File: config.mk
export PLATFORM = sky130hd
export DESIGN_NAME = trailing_moving_average
export DESIGN_NICKNAME = d
export VERILOG_FILES = /design/src/rtl/tma_pkg.sv /design/src/rtl/tma_div.sv /design/src/rtl/tma_ring_sum.sv /design/src/rtl/trailing_moving_average.sv
export VERILOG_INCLUDE_DIRS = /design/src /design/src/rtl
export SDC_FILE = /design/constraint.sdc
export NUM_CORES = 2
export LEC_CHECK = 0
export BUFFER_PORTS_ARGS = -buffer_cell sky130_fd_sc_hd__buf_2
export CAP_MARGIN = 20
export CORE_ASPECT_RATIO = 0.75
export CORE_MARGIN = 2
export CORE_UTILIZATION = 55
export CTS_CLUSTER_DIAMETER = 40
export DETAILED_ROUTE_END_ITERATION = 8
export GPL_ROUTABILITY_DRIVEN = 1
export MAX_ROUTING_LAYER = met4
export PLACE_DENSITY = 0.78
export SYNTH_ARGS = -nofsm -noshare
export SYNTH_HDL_FRONTEND = slang
export SYNTH_SLANG_ARGS = --single-unit
File: constraint.sdc
create_clock -name aclk -period 7 [get_ports aclk]
set_input_delay 2.1 -clock aclk [delete_from_list [all_inputs] [get_ports aclk]]
set_output_delay 2.1 -clock aclk [all_outputs]
set_load 0.1 [all_outputs]
File: src/rtl/trailing_moving_average_macros.svh
// ============================================================================
// trailing_moving_average_macros.svh
// Assertion macros for the trailing moving average block
// ============================================================================
`ifndef TRAILING_MOVING_AVERAGE_MACROS_SVH
`define TRAILING_MOVING_AVERAGE_MACROS_SVH

// same-cycle implication, checked outside reset
`define TMA_ASSERT_NOW(label, ante, cons, msg) \
    label: assert property (@(posedge aclk) disable iff (!aresetn) (ante) |-> (cons)) \
        else $error(msg);

// next-cycle implication, checked outside reset
`define TMA_ASSERT_NEXT(label, ante, cons, msg) \
    label: assert property (@(posedge aclk) disable iff (!aresetn) (ante) |=> (cons)) \
        else $error(msg);

`endif

File: src/rtl/tma_pkg.sv
// ============================================================================
// tma_pkg
// Shared widths, defaults and types for the trailing moving average block
// ============================================================================
package tma_pkg;

    // fixed field widths
    localparam int DATA_W         = 32;
    localparam int WIN_W          = 7;
    localparam int DEF_MAX_WINDOW = 64;

    // status from the ring summing sequencer to the top level
    typedef struct packed {
        logic             done;
        logic [WIN_W-1:0] used;
    } tma_sum_stat_t;

endpackage

File: src/rtl/tma_div.sv
// ============================================================================
// tma_div
// Bit-serial restoring divider: one quotient bit per cycle
// ============================================================================
module tma_div #(
    parameter int SUM_W = 38
) (
    input  logic                       aclk,
    input  logic                       aresetn,
    input  logic                       start,
    input  logic [SUM_W-1:0]           dividend,
    input  logic [tma_pkg::WIN_W-1:0]  divisor,
    output logic                       done,
    output logic [tma_pkg::DATA_W-1:0] quotient
);
    import tma_pkg::*;

    localparam int CNT_W = $clog2(SUM_W + 1);

    logic [SUM_W-1:0] num_reg,  num_next;
    logic [WIN_W-1:0] rem_reg,  rem_next;
    logic [WIN_W-1:0] dvs_reg;
    logic [CNT_W-1:0] cnt_reg,  cnt_next;
    logic             busy_reg, busy_next;
    logic             done_reg, done_next;
    logic [WIN_W:0]   trial;
    logic [WIN_W:0]   diff;
    logic             qbit;

    // one restoring step: bring down the next dividend bit
    always_comb begin
        trial = {rem_reg, num_reg[SUM_W-1]};
        diff  = trial - {1'b0, dvs_reg};
        qbit  = (trial >= {1'b0, dvs_reg});
    end

    // step sequencing
    always_comb begin
        num_next  = num_reg;
        rem_next  = rem_reg;
        cnt_next  = cnt_reg;
        busy_next = busy_reg;
        done_next = 1'b0;
        if (start) begin
            num_next  = dividend;
            rem_next  = '0;
            cnt_next  = CNT_W'(SUM_W);
            busy_next = 1'b1;
        end else if (busy_reg) begin
            num_next = {num_reg[SUM_W-2:0], qbit};
            rem_next = qbit ? diff[WIN_W-1:0] : trial[WIN_W-1:0];
            cnt_next = cnt_reg - CNT_W'(1);
            if (cnt_reg == CNT_W'(1)) begin
                busy_next = 1'b0;
                done_next = 1'b1;
            end
        end
    end

    // control registers
    always_ff @(posedge aclk) begin
        if (!aresetn) begin
            busy_reg <= 1'b0;
            done_reg <= 1'b0;
            cnt_reg  <= '0;
        end else begin
            busy_reg <= busy_next;
            done_reg <= done_next;
            cnt_reg  <= cnt_next;
        end
    end

    // datapath registers
    always_ff @(posedge aclk) begin
        num_reg <= num_next;
        rem_reg <= rem_next;
        if (start) begin
            dvs_reg <= divisor;
        end
    end

    assign done     = done_reg;
    assign quotient = num_reg[DATA_W-1:0];

endmodule

File: src/rtl/tma_ring_sum.sv
// ============================================================================
// tma_ring_sum
// Sample ring with a sequencer that sums the newest samples one per cycle
// ============================================================================
module tma_ring_sum #(
    parameter int MAX_WINDOW = tma_pkg::DEF_MAX_WINDOW,
    parameter int SUM_W      = tma_pkg::DATA_W + $clog2(MAX_WINDOW)
) (
    input  logic                       aclk,
    input  logic                       aresetn,
    input  logic                       start,
    input  logic [tma_pkg::DATA_W-1:0] sample,
    input  logic                       restart,
    input  logic [tma_pkg::WIN_W-1:0]  window_len,
    output tma_pkg::tma_sum_stat_t     stat,
    output logic [SUM_W-1:0]           sum
);
    import tma_pkg::*;

    localparam int AW = (MAX_WINDOW > 1) ? $clog2(MAX_WINDOW) : 1;
    localparam int CW = $clog2(MAX_WINDOW + 1);
    localparam int UW = (CW > WIN_W) ? CW : WIN_W;

    logic [DATA_W-1:0] ring_mem [MAX_WINDOW];

    logic [AW-1:0]     write_slot_reg;
    logic [CW-1:0]     fill_count_reg;
    logic [AW-1:0]     rd_ptr_reg;
    logic [WIN_W-1:0]  remain_reg;
    logic [WIN_W-1:0]  used_reg;
    logic              issue_reg;
    logic              rd_vld_reg;
    logic              done_reg;
    logic [DATA_W-1:0] rd_data_reg;
    logic [SUM_W-1:0]  acc_reg;

    logic [AW-1:0]     slot;
    logic [AW-1:0]     slot_inc;
    logic [CW-1:0]     fill_new;
    logic [UW-1:0]     win_eff;
    logic [UW-1:0]     used_w;

    // slot, fill level and sample count for a new transfer
    always_comb begin
        slot     = restart ? '0 : write_slot_reg;
        slot_inc = (slot == AW'(MAX_WINDOW - 1)) ? '0 : slot + AW'(1);
        if (restart) begin
            fill_new = CW'(1);
        end else if (fill_count_reg == CW'(MAX_WINDOW)) begin
            fill_new = fill_count_reg;
        end else begin
            fill_new = fill_count_reg + CW'(1);
        end
        if (window_len == '0) begin
            win_eff = UW'(1);
        end else if (UW'(window_len) > UW'(MAX_WINDOW)) begin
            win_eff = UW'(MAX_WINDOW);
        end else begin
            win_eff = UW'(window_len);
        end
        used_w = (win_eff > UW'(fill_new)) ? UW'(fill_new) : win_eff;
    end

    // ring write on a new sample
    always_ff @(posedge aclk) begin
        if (start) begin
            ring_mem[slot] <= sample;
        end
    end

    // registered ring read while walking back
    always_ff @(posedge aclk) begin
        if (issue_reg) begin
            rd_data_reg <= ring_mem[rd_ptr_reg];
        end
    end

    // series state and read sequencer
    always_ff @(posedge aclk) begin
        if (!aresetn) begin
            write_slot_reg <= '0;
            fill_count_reg <= '0;
            issue_reg      <= 1'b0;
            rd_vld_reg     <= 1'b0;
            done_reg       <= 1'b0;
            remain_reg     <= '0;
            rd_ptr_reg     <= '0;
        end else begin
            rd_vld_reg <= issue_reg;
            done_reg   <= rd_vld_reg && !issue_reg;
            if (start) begin
                write_slot_reg <= slot_inc;
                fill_count_reg <= fill_new;
                rd_ptr_reg     <= slot;
                remain_reg     <= used_w[WIN_W-1:0];
                issue_reg      <= 1'b1;
            end else if (issue_reg) begin
                rd_ptr_reg <= (rd_ptr_reg == '0) ? AW'(MAX_WINDOW - 1)
                                                 : rd_ptr_reg - AW'(1);
                remain_reg <= remain_reg - WIN_W'(1);
                if (remain_reg == WIN_W'(1)) begin
                    issue_reg <= 1'b0;
                end
            end
        end
    end

    // accumulate the samples read back
    always_ff @(posedge aclk) begin
        if (start) begin
            acc_reg  <= '0;
            used_reg <= used_w[WIN_W-1:0];
        end else if (rd_vld_reg) begin
            acc_reg <= acc_reg + SUM_W'(rd_data_reg);
        end
    end

    assign stat.done = done_reg;
    assign stat.used = used_reg;
    assign sum       = acc_reg;

endmodule

File: src/rtl/trailing_moving_average.sv
// Flow: an input transfer starts a ring walk that reads the newest samples back one per cycle
//   into the sum, then the divider works out one quotient bit per cycle, and the result
//   waits in ST_PUT until the output register is free.
// Items: one at a time; the next input transfer is taken once the result sits in the output
//   register.
// Reset: aresetn synchronous, active low; clears the series, window_len to 1, no result.
// ============================================================================
// trailing_moving_average
// Trailing moving average of daily totals over a ring of recent samples
// ============================================================================
module trailing_moving_average #(
    parameter int MAX_WINDOW = tma_pkg::DEF_MAX_WINDOW
) (
    input  logic                       aclk,
    input  logic                       aresetn,
    // configuration
    input  logic                       cfg_wr_en,
    input  logic [tma_pkg::WIN_W-1:0]  cfg_wr_data,   // window_len
    // input stream
    input  logic                       s_tvalid,
    output logic                       s_tready,
    input  logic [tma_pkg::DATA_W-1:0] s_tdata,       // [31:0] daily_total
    input  logic                       s_tuser,       // [0] restart
    // result stream
    output logic                       m_tvalid,
    input  logic                       m_tready,
    output logic [39:0]                m_tdata        // [31:0] average, [38:32] samples_used
);
    import tma_pkg::*;

    `include "trailing_moving_average_macros.svh"

    localparam int SUM_W = DATA_W + $clog2(MAX_WINDOW);

    localparam logic [1:0] ST_IDLE = 2'd0;
    localparam logic [1:0] ST_SUM  = 2'd1;
    localparam logic [1:0] ST_DIV  = 2'd2;
    localparam logic [1:0] ST_PUT  = 2'd3;

    logic [1:0]        state_reg, state_next;
    logic [WIN_W-1:0]  window_len_reg;
    logic              m_tvalid_reg;
    logic [39:0]       m_tdata_reg;

    tma_sum_stat_t     ring_stat;
    logic [SUM_W-1:0]  ring_sum;
    logic              div_done;
    logic [DATA_W-1:0] div_quot;
    logic              in_xfer;
    logic              out_free;
    logic              load_out;

    assign in_xfer  = s_tvalid && s_tready;
    assign out_free = !m_tvalid_reg || m_tready;
    assign load_out = (state_reg == ST_PUT) && out_free;

    // window register
    always_ff @(posedge aclk) begin
        if (!aresetn) begin
            window_len_reg <= WIN_W'(1);
        end else if (cfg_wr_en) begin
            window_len_reg <= cfg_wr_data;
        end
    end

    // ring and summing sequencer
    tma_ring_sum #(
        .MAX_WINDOW (MAX_WINDOW),
        .SUM_W      (SUM_W)
    ) u_ring (
        .aclk       (aclk),
        .aresetn    (aresetn),
        .start      (in_xfer),
        .sample     (s_tdata),
        .restart    (s_tuser),
        .window_len (window_len_reg),
        .stat       (ring_stat),
        .sum        (ring_sum)
    );

    // divide sum by sample count
    tma_div #(
        .SUM_W (SUM_W)
    ) u_div (
        .aclk     (aclk),
        .aresetn  (aresetn),
        .start    (ring_stat.done),
        .dividend (ring_sum),
        .divisor  (ring_stat.used),
        .done     (div_done),
        .quotient (div_quot)
    );

    // item sequencing
    always_comb begin
        state_next = state_reg;
        unique case (state_reg)
            ST_IDLE: if (in_xfer)        state_next = ST_SUM;
            ST_SUM:  if (ring_stat.done) state_next = ST_DIV;
            ST_DIV:  if (div_done)       state_next = ST_PUT;
            ST_PUT:  if (out_free)       state_next = ST_IDLE;
            default:                     state_next = ST_IDLE;
        endcase
    end

    always_ff @(posedge aclk) begin
        if (!aresetn) begin
            state_reg <= ST_IDLE;
        end else begin
            state_reg <= state_next;
        end
    end

    // output register
    always_ff @(posedge aclk) begin
        if (!aresetn) begin
            m_tvalid_reg <= 1'b0;
        end else if (load_out) begin
            m_tvalid_reg <= 1'b1;
        end else if (m_tready) begin
            m_tvalid_reg <= 1'b0;
        end
    end

    always_ff @(posedge aclk) begin
        if (load_out) begin
            m_tdata_reg <= {1'b0, ring_stat.used, div_quot};
        end
    end

    assign s_tready = (state_reg == ST_IDLE);
    assign m_tvalid = m_tvalid_reg;
    assign m_tdata  = m_tdata_reg;

    // checks
    `TMA_ASSERT_NEXT(a_accept_starts_sum, in_xfer, state_reg == ST_SUM, "transfer did not start summing")
    `TMA_ASSERT_NOW(a_sum_done_in_sum, ring_stat.done, state_reg == ST_SUM, "sum done outside summing")
    `TMA_ASSERT_NOW(a_div_done_in_div, div_done, state_reg == ST_DIV, "divide done outside divide")
    `TMA_ASSERT_NOW(a_result_count, m_tvalid_reg, m_tdata_reg[38:32] != '0, "result with zero samples")

endmodule
==> parameters.txt <==
Parameter                              Value

Run status
  Status ... completed

Critical path
  CP Capture Type ... flop
  Worst R2R End ... u_ring.rd_data_reg[25]
  Length in cells of the worst reg-to-reg path ... 6
  Launch instance of the worst register-to-register path ... u_ring.rd_ptr_reg[0]
  Kind of start point of the critical path ... input port
  Critical Path RT ... 7.46 ns
  Category of the critical setup timing path ... input port to flop
  Register-to-Register Setup Slack ... 2.76 ns
  Launch point of the worst path ... s_tuser
  Max Fanout on Critical Path ... 32
  Data arrival, critical path ... 4.80 ns

Layout
  Highest-count cells in the layout ignoring fill and taps ... sky130_fd_sc_hd__edfxtp_1, sky130_fd_sc_hd__mux4_2, sky130_fd_sc_hd__clkbuf_16
  Cell Count, Final, Fillers Out ... 6,719
  Final cell utilization of the core ... 0.622
  Final Cell Area ... 99,600 um2
  Proportion of layout cells with a drive suffix above 1 ... 0.270
  Leading cell type in the layout, fill and taps excluded ... sky130_fd_sc_hd__edfxtp_1
  Final layout net count ... 4,517
  Max FFs per register ... 2,048
  Syn-to-layout area delta ... 12.1%

CTS
  Number of buffers inserted by post-CTS setup repair ... 0
  Clock latency on the worst-skew pair ... 0.86 ns
  CTS tree ... built
  Maximum buffer depth of the clock tree ... 3
  H-tree depth ... 4
  Hold Buf Count CTS ... 0
  Clk root buf ... sky130_fd_sc_hd__clkbuf_16
  Number of clock buffers inserted by TritonCTS ... 204
  CTS clk-pin slew, worst paths ... 0.06 ns
  Post-CTS sizing ... 0
  Total clock sinks ... 2,263

Synth
  Synthesized instance count ... 4,208
  Syn Area/Cell ... 21.1 um2
  Number of distinct standard cells referenced by the synthesized netlist ... 72
  EDFF count, synth ... 2,171
  Fraction of post-synthesis cell area in the top cell type by area ... 0.734
  Flops & latches, synth ... between 2,000 and 2,500
  Top area cells in the synthesized netlist ... sky130_fd_sc_hd__edfxtp_1, sky130_fd_sc_hd__mux4_2, sky130_fd_sc_hd__dfxtp_1, sky130_fd_sc_hd__mux2i_1, sky130_fd_sc_hd__ha_1
  Proportion of synthesized chip area in sequential cells ... 0.755
  Total nets after synthesis ... 4,314
  Commonest register cell after synthesis ... sky130_fd_sc_hd__edfxtp_1
  Dominant cell type by area after synthesis ... sky130_fd_sc_hd__edfxtp_1
  Post-synthesis async set-or-reset flop share ... 0
  Yosys synthesis warning count ... 0
  Area of the mapped netlist ... about 89,000 um2

Worst hold path
  Hold endpoint ... m_tdata[4]
  Hold crit path type ... flop to flop
  Cell depth of the worst min-delay path ... 0
  Worst Min Path Start ... u_div.num_reg[4]

Detailed routing
  Antenna Nets Post-Route ... 0
  Average routed wire per standard cell ... 34.7 um
  Number of vias in the routed layout ... approximately 46,000
  Drt total wl ... 233 mm
  Via-per-instance ratio ... 6.84
  Detailed-router iteration count before antenna repair ... 6
  Final routed DRC violation total ... 0
  DR iter-0 viols ... 8,380

Global routing
  Overall global routing resource usage ... 0.290
  Global-route wire length before repair ... between 300 and 400 mm
  Via count of the first global-routing pass ... 44,001
  Antenna violations before repair ... 23
  Maximum number of pins on one net before global-route repair ... 123
  GR Overflow Total ... 0

Place
  Placed Instance Area ... ~92,000 um2
  Global placement routability congestion ... slightly above 0.9
  Count of buffers from port buffering ... 85
  Placement-stage worst setup slack ... 1.96 ns
  Placed Cells incl. Taps ... 6,297
  HPWL reported at the end of detailed placement ... approximately 130 mm

Timing
  Setup repair after global routing missed its margin ... false
  Final worst-path cycle share ... 0.620
  Hold Fails Final Rpt ... 0
  Final setup vio count ... 0
  Fmax ... 231 MHz
  Skew final ... 0.0372 ns
  Relative slew slack ... 0.179
  Setup TNS ... 0 ns
  Worst setup slack after layout ... 2.66 ns
  Min Tclk post-route ... ~4.3 ns
  Actual slew at the worst max-slew pin ... around 1.2 ns
  Final Hold Slack ... 0.439 ns
  Count of final max-slew check failures ... 0

Power
  Power density over the cells ... 343 nW/um2
  Worst supply voltage drop on vdd ... 0.275 mV
  Static leakage power ... 30.7 nW
  Total design power ... 34.2 mW

Floorplan
  I/O pin count ... 87
  Total number of placement rows ... 127
  Die outline area ... between 150,000 and 200,000 um2
  Effective utilization at floorplan ... 0.554
  Horizontal die dimension ... about 470 um
  Area of the core ... 160,000 um2
  Vertical die dimension ... approximately 350 um

Flow run
  Max capacitance violation total ... 0
layout make-up:
class                   count  area [um2]
well taps                2128        2660
fillers                 10342       60600
clock inverters           118        1100
clock buffers             259        5420
repair buffers            221        2160
multi-input cells        1680       21000
inverters                  41         154
diodes                      9        22.5
flip-flops and latches   2263       67100
worst max-delay path, cell delays in order:
cell	delay [ns]
sky130_fd_sc_hd__buf_2	0.24
sky130_fd_sc_hd__nor2b_1	0.51
sky130_fd_sc_hd__nand2_1	0.78
sky130_fd_sc_hd__nor2_4	1.11
routing by layer:
layer | vias to the layer above | part of all wire | GRT usage
li1 | 17913 | - | -
met5 | - | 0 | -
met3 | 450 | 0.15 | 0.0912
met1 | 23757 | 0.36 | 0.407
met4 | 0 | 0.033 | 0.0871
met2 | 3821 | 0.46 | 0.412
kinds of logic after synthesis:
kind of cell,after synthesis,synth area share
flops,2263,0.755
mux,746,0.166
simple gates,470,0.0249
compound gates,355,0.0263
buf+inv,265,0.0141
fa+ha+maj,61,0.00876
xor+xnor,47,0.00464
other cells,1,0.0000422
cell usage after synthesis, drive strengths merged, types with 28 or more instances:
master	n
edfxtp	2171
dfxtp	92
nand2	117
inv	41
ha	59
clkbuf	106
mux2	55
a211oi	63
nor2	171
a21oi	89
nor2b	45
o21ai	69
xnor2	28
mux4	579
buf	118
mux2i	112
power by group:
group	internal, mW	switching [mW]
sequential	15.3	0.444
combinational	2.85	4.57
clock	5.98	5.06
total	24.1	10.1
worst max-delay path by stage:
stage,end,depth (start not counted)
CTS,u_ring.rd_data_reg[29],7
detailed placement,u_ring.ring_mem[29][7],4
floorplan,u_ring.ring_mem[49][0],5
finish,u_ring.ring_mem[26][28],4
global route,u_ring.ring_mem[26][30],4
global placement,u_ring.ring_mem[36][24],5
Power figures use the tool's default switching activity.
